<file path="src/cptt_pkg.sv">
// ----------------------------------------------------------------------------
// cptt_pkg
// Shared types and constants for the cuckoo pointer translation table.
// ----------------------------------------------------------------------------
package cptt_pkg;

    localparam int DEPTH_DEFAULT    = 1024;
    localparam int KEY_BITS_DEFAULT = 32;

    localparam int KEY_W    = 32;
    localparam int VALUE_W  = 32;
    localparam int ROUNDS_W = 4;

    localparam logic [ROUNDS_W-1:0] ROUNDS_RESET = 4'd5;

    localparam int HASH_SHR = 4;
    localparam int HASH_MUL_SHL = 5;

    localparam logic OP_LOOKUP = 1'b0;
    localparam logic OP_INSERT = 1'b1;

    localparam logic [1:0] HASH_DIRECT = 2'd0;
    localparam logic [1:0] HASH_SHIFT  = 2'd1;
    localparam logic [1:0] HASH_MUL    = 2'd2;
    localparam logic [1:0] PROBE_END   = 2'd3;

    localparam logic [1:0] RES_MISS = 2'd0;
    localparam logic [1:0] RES_HIT  = 2'd1;
    localparam logic [1:0] RES_OK   = 2'd2;
    localparam logic [1:0] RES_OVF  = 2'd3;

    typedef struct packed {
        logic               op;
        logic [KEY_W-1:0]   key;
        logic [VALUE_W-1:0] new_value;
    } req_t;

    typedef struct packed {
        logic               hit;
        logic [VALUE_W-1:0] found_value;
        logic               insert_ok;
        logic               overflow;
        logic [KEY_W-1:0]   dropped_key;
        logic [VALUE_W-1:0] dropped_value;
    } rsp_t;

    typedef struct packed {
        logic       load;
        logic       rd_en;
        logic [1:0] probe;
        logic       wr_en;
        logic       swap;
        logic       clr_step;
        logic       res_load;
        logic [1:0] res_code;
    } cmd_t;

    typedef struct packed {
        logic in_op;
        logic in_key_zero;
        logic key_match;
        logic slot_empty;
        logic clr_last;
    } sts_t;

endpackage

</file>
<file path="src/cptt_ctrl.sv">
// ----------------------------------------------------------------------------
// cptt_ctrl
// Sequencer for clear pass, three-probe lookup and displacement insert;
// holds the insert_rounds register.
// ----------------------------------------------------------------------------
module cptt_ctrl
    import cptt_pkg::*;
(
    input  logic                clk,
    input  logic                rst_n,
    input  logic                start,
    output logic                busy,
    input  logic                cfg_valid,
    output logic                cfg_ready,
    input  logic [ROUNDS_W-1:0] cfg_data,
    output cmd_t                cmd,
    input  sts_t                sts
);

    localparam logic [2:0] S_CLEAR = 3'd0;
    localparam logic [2:0] S_IDLE  = 3'd1;
    localparam logic [2:0] S_LK    = 3'd2;
    localparam logic [2:0] S_RD    = 3'd3;
    localparam logic [2:0] S_WR    = 3'd4;
    localparam logic [2:0] S_OVF   = 3'd5;

    logic [2:0]          state_reg, state_next;
    logic [1:0]          w_reg, w_next;
    logic [ROUNDS_W-1:0] round_reg, round_next;
    logic [ROUNDS_W-1:0] rounds_reg, rounds_next;

    assign cfg_ready   = 1'b1;
    assign rounds_next = (cfg_valid && cfg_ready) ? cfg_data : rounds_reg;

    always_comb
    begin
        cmd        = '0;
        state_next = state_reg;
        w_next     = w_reg;
        round_next = round_reg;
        unique case (state_reg)
            S_CLEAR:
            begin
                cmd.clr_step = 1'b1;
                if (sts.clr_last)
                begin
                    state_next = S_IDLE;
                end
            end
            S_IDLE:
            begin
                if (start)
                begin
                    cmd.load = 1'b1;
                    w_next   = HASH_DIRECT;
                    if (sts.in_key_zero)
                    begin
                        cmd.res_load = 1'b1;
                        cmd.res_code = RES_MISS;
                    end
                    else if (sts.in_op == OP_LOOKUP)
                    begin
                        state_next = S_LK;
                    end
                    else if (rounds_reg == '0)
                    begin
                        state_next = S_OVF;
                    end
                    else
                    begin
                        round_next = '0;
                        state_next = S_RD;
                    end
                end
            end
            S_LK:
            begin
                cmd.rd_en = (w_reg != PROBE_END);
                cmd.probe = w_reg;
                if (w_reg != HASH_DIRECT && sts.key_match)
                begin
                    cmd.res_load = 1'b1;
                    cmd.res_code = RES_HIT;
                    state_next   = S_IDLE;
                end
                else if (w_reg == PROBE_END)
                begin
                    cmd.res_load = 1'b1;
                    cmd.res_code = RES_MISS;
                    state_next   = S_IDLE;
                end
                else
                begin
                    w_next = w_reg + 2'd1;
                end
            end
            S_RD:
            begin
                cmd.rd_en  = 1'b1;
                cmd.probe  = w_reg;
                state_next = S_WR;
            end
            S_WR:
            begin
                cmd.wr_en = 1'b1;
                if (sts.slot_empty || sts.key_match)
                begin
                    cmd.res_load = 1'b1;
                    cmd.res_code = RES_OK;
                    state_next   = S_IDLE;
                end
                else
                begin
                    cmd.swap = 1'b1;
                    if (w_reg == HASH_MUL)
                    begin
                        w_next = HASH_DIRECT;
                        if (round_reg == rounds_reg - ROUNDS_W'(1))
                        begin
                            state_next = S_OVF;
                        end
                        else
                        begin
                            round_next = round_reg + ROUNDS_W'(1);
                            state_next = S_RD;
                        end
                    end
                    else
                    begin
                        w_next     = w_reg + 2'd1;
                        state_next = S_RD;
                    end
                end
            end
            S_OVF:
            begin
                cmd.res_load = 1'b1;
                cmd.res_code = RES_OVF;
                state_next   = S_IDLE;
            end
            default:
            begin
                state_next = S_IDLE;
            end
        endcase
    end

    always_ff @(posedge clk or negedge rst_n)
    begin
        if (!rst_n)
        begin
            state_reg  <= S_CLEAR;
            w_reg      <= '0;
            round_reg  <= '0;
            rounds_reg <= ROUNDS_RESET;
        end
        else
        begin
            state_reg  <= state_next;
            w_reg      <= w_next;
            round_reg  <= round_next;
            rounds_reg <= rounds_next;
        end
    end

    assign busy = (state_reg != S_IDLE);

endmodule

</file>
<file path="config.mk">
export PLATFORM = sky130hd
export DESIGN_NAME = cptt_ctrl
export DESIGN_NICKNAME = d
export VERILOG_FILES = /design/src/cptt_pkg.sv /design/src/cptt_ctrl.sv
export SDC_FILE = /design/constraint.sdc
export NUM_CORES = 1
export LEC_CHECK = 0
export CAP_MARGIN = 5
export CORE_MARGIN = 2
export CORE_UTILIZATION = 29
export CTS_BUF_LIST = sky130_fd_sc_hd__clkbuf_8
export DETAILED_ROUTE_END_ITERATION = 10
export DONT_BUFFER_PORTS = 1
export HOLD_SLACK_MARGIN = 0.06
export SYNTH_ARGS = -nofsm -noshare
export SYNTH_HDL_FRONTEND = slang
export SYNTH_SLANG_ARGS = --single-unit
</file>
<file path="constraint.sdc">
create_clock -name clk -period 4.66 [get_ports clk]
set_clock_uncertainty 0.05 [all_clocks]
set_input_delay 0.932 -clock clk [delete_from_list [all_inputs] [get_ports clk]]
set_output_delay 0.932 -clock clk [all_outputs]
set_load 0.01 [all_outputs]
</file>
==> results of run 1 <==
-- per-stage QoR --
stage | util | setup WS (ps)
final | 0.316 | 1990
after global routing | 0.316 | 1910
after CTS | 0.316 | 1990
after detailed placement | 0.304 | 2040
after global placement | 0.304 | 2100
after floorplan | - | 2150
-- final cells by class --
type | instances | area share
Clock buffer | 3 | 0.0362
Clock inverter | 1 | 0.00329
Inverter | 9 | 0.0296
Tap cell | 48 | 0.0527
Multi-Input combinational cell | 87 | 0.591
Sequential cell | 13 | 0.288
-- cells in the mapped netlist (all sizes together) --
cell type and n:
a2111oi 1, a211o 2, a211oi 2, a21oi 4
a22o 1, a22oi 2, a2bb2oi 1, a311oi 1
a31oi 1, a41oi 1, and2 1, and2b 1
buf 3, clkbuf 2, conb 1, dfrtp 11
dfstp 2, ha 7, inv 9, mux2 4
mux2i 4, nand2 10, nand2b 4, nand3 1
nand4 3, nor2 7, nor2b 5, nor3 4
nor3b 1, nor4b 2, o21ai 4, o21ba 1
o2bb2ai 1, o31a 1, o31ai 1, or2b 1
or3b 2, xnor2 3, xor2 1, xor3 1
-- routing by layer --
layer / part of all wire / global-route usage
met1: 0.43 / 0.147
met2: 0.48 / 0.203
met3: 0.062 / 0.0330
met4: 0.024 / 0.0718
met5: 0 / 0
-- worst min-delay path by stage --
| stage | to | slack, ps | cells after the start |
|---|---|---|---|
| detailed placement | rounds_reg[0] | 500 | 2 |
| global route | rounds_reg[3] | 310 | 0 |
| CTS | state_reg[0] | 320 | 0 |
| finish | state_reg[0] | 330 | 0 |
| floorplan | rounds_reg[3] | 470 | 1 |
| global placement | round_reg[3] | 490 | 2 |
-- kinds of logic (layout without fill, tap and decap cells) --
group | count (synthesis) | after routing
adders and majority gates | 7 | 7
muxes | 8 | 8
AOI/OAI and AO/OA | 24 | 24
DFF | 13 | 13
xor gates and xnor gates | 5 | 5
and+or+nand+nor | 42 | 42
buffers and inverters | 14 | 13
other | 1 | 1
-- cell usage in the layout, fill, tap and decap left out, drive strengths merged, types with 2 or more instances in the layout --
cell	netlist	layout
or3b	2	2
ha	7	7
nor3	4	4
a211oi	2	2
clkbuf	2	3
inv	9	10
nand2	10	10
nor2	7	7
a22oi	2	2
nor2b	5	5
a21oi	4	4
dfstp	2	2
nand2b	4	4
mux2	4	4
mux2i	4	4
a211o	2	2
nand4	3	3
nor4b	2	2
dfrtp	11	11
o21ai	4	4
xnor2	3	3
-- where the power goes --
part / internal [uW] / leakage [uW] / switching [uW]
Sequential: 132 / 0.000166 / 46.1
Combinational: 76.2 / 0.000268 / 102
Clock: 58.2 / 0.0000269 / 40.8
-- worst max-delay path, cell delays in order, from the launching register on --
cell and delay, ps:
dfrtp_1 550, or3b_1 540, nor3_2 350
==> results_dict.tcl, run 1 <==
set metrics [dict create \
    ios 25 \
    cap_viol_max_count 0 \
    cts_buffers 3 \
    area_delta_synth_final_pct 7.18 \
    holdWs_ps 327 \
    synth_top_family_by_area "simple AND/OR/NAND/NOR gates" \
    htree_levels 1 \
    io_buffers 0 \
    worstSkewPairLatency_ps 240 \
    grt_setup_unrepaired "false" \
    clock_sinks 13 \
    grt_start_max_net_pins 18 \
    synth_top_cell_by_area "dfrtp_1" \
    layout-drive-gt1-share 0.133 \
    cts_hold_buf 0 \
    path_clk_slew_ps 60 \
    syn_area_per_cell_um2 9.33 \
    rrSetupSlack_ps 2590 \
    worstReg2RegEnd "round_reg[3]" \
    synth_area_leaders "dfrtp_1, ha_1, dfstp_2, mux2_2, mux2i_1" \
    wire_per_inst_um 14.5 \
    vias 821 \
    synthMuxAreaShare 0.0800 \
    core-area_um2 3610 \
    grt_pass1_vias 828 \
    layout_min_cycle_time_ps 2670 \
    yosys.area_share.adder 0.0824 \
    start_util 0.295 \
    synth_xor_area_frac 0.0565 \
    seq_area_frac_synth 0.308 \
    status "complete, no violations" \
    final_nets 134 \
    post_cts_buffers 0 \
    r2r_cells 6 \
    grt.total_usage 0.124 \
    diodes 0 \
    crit_fanout 15 \
    detailed_place_hpwl_mm 1.83 \
    cts_resized 0 \
    drtPass1Iterations 4 \
    yosys.cell_types.count 43 \
    yosys_warnings 0 \
    required_ps 3680 \
    synth_nets 134 \
    grt_antenna_before_repair 0 \
    setup.worst_path.end_class "output pin" \
    die-height_um 64.6 \
    synth_compound_area_frac 0.187 \
    fin_cells 161 \
    worst-setup-path-type "flop to output pin" \
    min_path_type "input port to asynchronous set/reset pin" \
    final_area_um2 1140 \
    worst_pin_slew_ps 529 \
    hold_viol_final 0 \
    place_inst 157 \
    drc 0 \
    wl_mm 2.34 \
    design.die.area_um2 4170 \
    setup_viol 0 \
    yosys.area.top_type_share 0.259 \
    pwr_density_cell_nw_per_um2 399 \
    grt_overflow 0 \
    fmax_mhz 375 \
    multi_input_area_um2 673 \
    syn_inst 114 \
    clockBufferDepth 2 \
    synth-simple-area-share 0.224 \
    finalCritPeriodShare 0.573 \
    place_area_um2 1090 \
    syn_area_um2 1060 \
    fin_tns_setup_ps 0 \
    r2r_start "rounds_reg[0]" \
    n_fill_cell 388 \
    leakagePower_uw 0.000461 \
    start_kind "flop" \
    viasPerCell 5.10 \
    endpoint "cmd[4]" \
    cts_root_buf "clkbuf_8" \
    seq_area_um2 328 \
    finalMaxSlewViolations 0 \
    ant_nets 0 \
    cp-startpoint "state_reg[1]" \
    gp_congestion 0.755 \
    slew_headroom 0.642 \
    total_power_uw 455 \
    cts_tree "built" \
    dieWidth_um 64.6 \
    rows 22 \
    crit_arrival_ps 1690 \
    grt_pass1_wl_mm 4.04 \
    drt_iter0_markers 49 \
    ir_drop_uv 95.2 \
    ys_ff_latch 13 \
]
Note: power is estimated with default switching activity, not from simulation.
==> inputs of run 2 (changes only) <==
==> constraint.sdc (replaced) <==
create_clock -name clk -period 2.4 [get_ports clk]
set_clock_uncertainty 0.05 [all_clocks]
set_input_delay 0.48 -clock clk [delete_from_list [all_inputs] [get_ports clk]]
set_output_delay 0.48 -clock clk [all_outputs]
set_load 0.01 [all_outputs]
==> run 2 against run 1 <==
First-iteration DRC count fell by 8.2%. Worst hold slack got worse by 80 ps. Clock power rose by 93%. Sequential cell count did not move. Power rose by 95%. Register-to-register slack got worse by 2200 ps.
==> results_dict.tcl, run 2 (synthesis results as in run 1) <==
set metrics [dict create \
    htree_levels 1 \
    hold_viol_final 0 \
    start_kind "flop" \
    r2r_start "rounds_reg[0]" \
    setup_viol 0 \
    path_delay_family "compound AO/OA/AOI/OAI gates" \
    cts_hold_buf 1 \
    cts_buffers 3 \
    setup.worst_path.end_class "output pin" \
    required_ps 1870 \
    fmax_mhz 453 \
    clkPwrFrac 0.215 \
    gp_congestion 0.807 \
    grt_antenna_before_repair 0 \
    worst-setup-path-type "flop to output pin" \
    min_path_type "input port to flop" \
    swShare 0.407 \
    drt_iter0_markers 45 \
    finalMaxSlewViolations 0 \
    crit_chain "inv_1 > ha_1 > nor2b_1 > nor2_1 > o31ai_1" \
    area_delta_synth_final_pct 8.82 \
    slowest_stage "o31ai_1" \
    path_clk_slew_ps 50 \
    cap_viol_max_count 0 \
    p_int_uw 526 \
    viasPerCell 5.20 \
    final_area_um2 1160 \
    io_buffers 0 \
    cp-startpoint "w_reg[0]" \
    grt_pass1_wl_mm 3.81 \
    detailed_place_hpwl_mm 1.76 \
    drc 0 \
    dieWidth_um 64.6 \
    place_area_um2 1100 \
    grt_overflow 0 \
    layout_min_cycle_time_ps 2210 \
    fin_cells 163 \
    rows 22 \
    worst_pin_slew_ps 596 \
    critPathMaxStageDelay_ps 400 \
    hp-start "cfg_valid" \
    die-height_um 64.6 \
    final_common_cell "dfrtp_1" \
    design.die.area_um2 4170 \
    p_sw_uw 361 \
    holdWs_ps 248 \
    vias 848 \
    crit_arrival_ps 1680 \
    clock_sinks 13 \
    ios 25 \
    p_comb_frac 0.415 \
    mostFrequentLayoutCells "dfrtp_1, inv_1, nand2_1" \
    wl_mm 2.18 \
    cts_tree "built" \
    grt_start_max_net_pins 18 \
    crit_fanout 4 \
    clockBufferDepth 2 \
    worstSkewPairLatency_ps 240 \
    status "complete, no violations" \
    critPathBufInv 1 \
    diodes 0 \
    total_power_uw 888 \
    power_frac_seq 0.370 \
    core-area_um2 3610 \
    finalCritPeriodShare 0.920 \
    drtPass1Iterations 4 \
    layout-drive-gt1-share 0.139 \
    ant_nets 0 \
    ir_drop_uv 338 \
    place_inst 158 \
    post_cts_buffers 0 \
    wire_per_inst_um 13.3 \
    cts_root_buf "clkbuf_8" \
    grt_pass1_vias 832 \
    slew_headroom 0.602 \
    fin_tns_setup_ps 0 \
    pwr_density_cell_nw_per_um2 767 \
    cts_resized 0 \
    grt.total_usage 0.117 \
    leakagePower_uw 0.000470 \
    final_nets 136 \
    grt_setup_unrepaired "false" \
    start_util 0.295 \
]
## run 2: cell types whose count changed in the layout (fill, tap and decap cells not counted)
cell	change
buf_4	+1
dlygate4sd3_1	+1
## run 2: layout make-up
class | count | area [um^2]
fill | 390 | 2450
multi-input combinational | 87 | 673
sequential | 13 | 328
tap | 48 | 60.1
clock buffer | 3 | 41.3
inverter | 9 | 33.8
timing repair buffer | 2 | 17.5
clock inverter | 1 | 3.75
## run 2: power groups by stage
| stage | Sequential (uW) | Clock (uW) | Combinational, uW |
|---|---|---|---|
| 2_1_floorplan | 284 | 0 | 352 |
| 3_3_place_gp | 329 | 0 | 358 |
| 3_5_place_dp | 332 | 0 | 365 |
| 4_1_cts | 329 | 201 | 371 |
| 5_1_grt | 339 | 210 | 417 |
| 6_report | 329 | 191 | 368 |
## run 2: path summary, 6_finish.rpt
| path | endpoint | slack (ps) | cells past startpoint |
|---|---|---|---|
| max in group asynchronous | rounds_reg[1] | 1280 | 1 |
| min in group asynchronous | state_reg[1] | 630 | 1 |
| setup reg to reg | round_reg[2] | 350 | 6 |
| hold / removal | rounds_reg[0] | 250 | 1 |
| setup / recovery | cmd[2] | 190 | 5 |
| hold reg to reg | round_reg[3] | 510 | 2 |
## run 2: per-layer routing
metal  track usage  routed length [um]  vias to the layer above
met5             0                   0                        -
met4        0.0319                   8                        0
met3        0.0451                 166                        2
met2         0.191                 979                       29
met1         0.142                1020                      414
li1              -                   -                      403
## run 2: metrics by stage
step           utilization  setup slack, ps
6_report             0.321              192
4_1_cts              0.321              180
2_1_floorplan            -              501
5_1_grt              0.321             97.7
3_5_place_dp         0.306              341
3_3_place_gp         0.306              407
==> inputs of run 3 (changes only) <==
--- a/config.mk
+++ b/config.mk
@@ -5,8 +5,8 @@
 export SDC_FILE = /design/constraint.sdc
 export NUM_CORES = 1
 export LEC_CHECK = 0
+export ABC_AREA = 1
 export CAP_MARGIN = 5
-export CORE_MARGIN = 2
 export CORE_UTILIZATION = 29
 export CTS_BUF_LIST = sky130_fd_sc_hd__clkbuf_8
 export DETAILED_ROUTE_END_ITERATION = 10
==> run 3 against run 2 <==
Register-to-register slack better by 250 ps. Power is 30% higher. Synthesized cell count is 36% higher. Sequential cell count stayed put. Cell count is 26% higher. Non-clock buffer count is 1 lower. Area after synthesis is 0.82% lower. Core utilization is 1.9 points higher. Sequential share of layout area is 0.061 points lower. Fmax is 1.8% higher. Sequential power is 1% higher. Combinational power is 71% higher. Critical endpoint is now cmd[0]. Largest cell class unchanged.
==> results_dict.tcl, run 3 <==
set metrics [dict create \
    vias 924 \
    yosys.cell_types.count 30 \
    worst-setup-path-type "flop to output pin" \
    ios 25 \
    syn_area_per_cell_um2 6.80 \
    core-area_um2 3420 \
    use_met1 0.174 \
    area_delta_synth_final_pct 9.96 \
    final_common_cell "nand2_1" \
    cts_root_buf "clkbuf_8" \
    clockBufferDepth 2 \
    crit_chain "inv_1 > nand2_1 > nor2_1 > inv_2 > o31ai_1" \
    cts_resized 0 \
    dieWidth_um 62.3 \
    diodes 0 \
    grt_antenna_before_repair 0 \
    die-height_um 62.3 \
    worst_pin_slew_ps 613 \
    wire_per_inst_um 11.1 \
    holdPathStages 1 \
    synth-simple-area-share 0.376 \
    design.die.area_um2 3880 \
    yosys.area_share.adder 0.0830 \
    grt_pass1_wl_mm 4.06 \
    grt.total_usage 0.131 \
    finalCritPeriodShare 0.904 \
    slew_headroom 0.590 \
    grt_setup_unrepaired "false" \
    n_fill_cell 389 \
    r2r_start "rounds_reg[0]" \
    htree_levels 1 \
    gp_congestion 0.821 \
    critPathMaxStageDelay_ps 440 \
    rrSetupSlack_ps 600 \
    yosys.area.top_type_share 0.261 \
    mostFrequentLayoutCells "nand2_1, inv_1, nor2_1" \
    async_flop_share 1.00 \
    final_nets 180 \
    slowest_stage "dfrtp_1" \
    start_kind "flop" \
    setup_viol 0 \
    yosys_warnings 0 \
    drtPass1Iterations 4 \
    detailed_place_hpwl_mm 1.81 \
    viasPerCell 4.51 \
    yosys-top-cells-count "nand2_1, inv_1, nor2_1" \
    synth_xor_area_frac 0.0249 \
    grt_overflow 0 \
    ir_drop_uv 502 \
    setup.worst_path.end_class "output pin" \
    grtUsageMet3 0.0386 \
    drt_iter0_markers 23 \
    path_clk_slew_ps 60 \
    min_path_type "input port to flop" \
    wl_mm 2.27 \
    multi_input_area_um2 623 \
    grt_pass1_vias 877 \
    grt-busiest-layer "met2" \
    dp_slack_ps 518 \
    synth_area_leaders "dfrtp_1, nand2_1, ha_1, inv_1, nor2_1" \
    ant_nets 0 \
    syn_area_um2 1050 \
    hold_viol_final 0 \
    seq_area_frac_synth 0.311 \
    leakagePower_uw 0.000615 \
    hold_end "rounds_reg[2]" \
    r2r_cells 12 \
    ys_ff_latch 13 \
    layout_min_cycle_time_ps 2170 \
    crit_arrival_ps 1640 \
    grt_start_max_net_pins 14 \
    synthMuxAreaShare 0 \
    synth_top_family_by_area "simple AND/OR/NAND/NOR gates" \
    io_buffers 0 \
    start_util 0.309 \
    cap_viol_max_count 0 \
    fin_tns_setup_ps 0 \
    path_delay_family "flip-flops" \
    required_ps 1870 \
    critPathBufInv 2 \
    cts_tree "built" \
    synth_ff_type "dfrtp_1" \
    rows 21 \
    clock_sinks 13 \
    crit_fanout 6 \
    cts_buffers 3 \
    synth_edf_count 0 \
    synth_compound_area_frac 0.103 \
    status "complete, no violations" \
    grtUsageMet2 0.212 \
    post_cts_buffers 0 \
    worstSkewPairLatency_ps 240 \
    synth.most_common_cell "nand2_1" \
    drc 0 \
    worstReg2RegEnd "round_reg[2]" \
    syn_inst 155 \
    synth_top_cell_by_area "dfrtp_1" \
    synth_nets 175 \
    layout-drive-gt1-share 0.119 \
    finalMaxSlewViolations 0 \
    seq_area_um2 328 \
    fin_ws_ps 230 \
    utilization 0.340 \
    fmax_mhz 461 \
    pwr_density_cell_nw_per_um2 999 \
    hp-start "cfg_valid" \
]
run 3: cell types whose count changed after synthesis, moves of 3 or more:
| cell | delta |
|---|---|
| nand2_1 | +38 |
| inv_1 | +13 |
| nand3_1 | +10 |
| nor2_1 | +8 |
| nor2b_1 | -5 |
| mux2_2 | -4 |
| mux2i_1 | -4 |
| nand2b_1 | -4 |
| nand2_2 | +3 |
run 3: where the power goes:
part | internal [uW] | total [uW] | switching (uW)
Combinational | 210 | 629 | 419
Sequential | 275 | 333 | 58.0
Clock | 113 | 196 | 83.5
Total | 597 | 1160 | 561
run 3: cell families after synthesis:
family / after synthesis
AO/OA/AOI/OAI: 17
adder cells (fa/ha/maj): 7
XOR/XNOR: 3
AND/OR/NAND/NOR: 88
flip-flops: 13
buffers and inverters: 26
other: 1
run 3: layout make-up:
| type | instances | share of cell area |
|---|---|---|
| inverters | 25 | 0.0831 |
| repair buffers | 1 | 0.00863 |
| well taps | 46 | 0.0496 |
| flip-flops and latches | 13 | 0.283 |
| multi-input cells | 116 | 0.537 |
| clock buffers | 3 | 0.0356 |
| clock inverters | 1 | 0.00324 |
run 3: metrics by stage:
step	hold slack [ps]	cells	area (um^2)	power [uW]
2_1_floorplan	134	155	1050	849
3_3_place_gp	135	200	1100	963
3_5_place_dp	135	200	1100	961
4_1_cts	261	205	1160	1170
5_1_grt	286	205	1160	1280
6_report	261	205	1160	1160
run 3: worst max path at each step:
| stage | cells after the start | from | slack, ps | end |
|---|---|---|---|---|
| final | 5 | state_reg[2] | 230 | cmd[0] |
| after global routing | 5 | state_reg[2] | 90 | cmd[0] |
| after CTS | 5 | state_reg[2] | 240 | cmd[0] |
| after detailed placement | 5 | state_reg[2] | 520 | cmd[0] |
| after global placement | 5 | state_reg[2] | 520 | cmd[0] |
| after floorplan | 5 | state_reg[2] | 690 | cmd[0] |
run 3: metal layers:
metal / share of wire / wire, um
met4: 0.0062 / 14
met3: 0.057 / 130
met2: 0.44 / 1010
met1: 0.49 / 1120
met5: 0 / 0
run 3: timing repair:
action / CTS / global route
setup endpoints to repair: 0 / 0
hold buffers: 1 / 0
hold endpoints to repair: 13 / 0
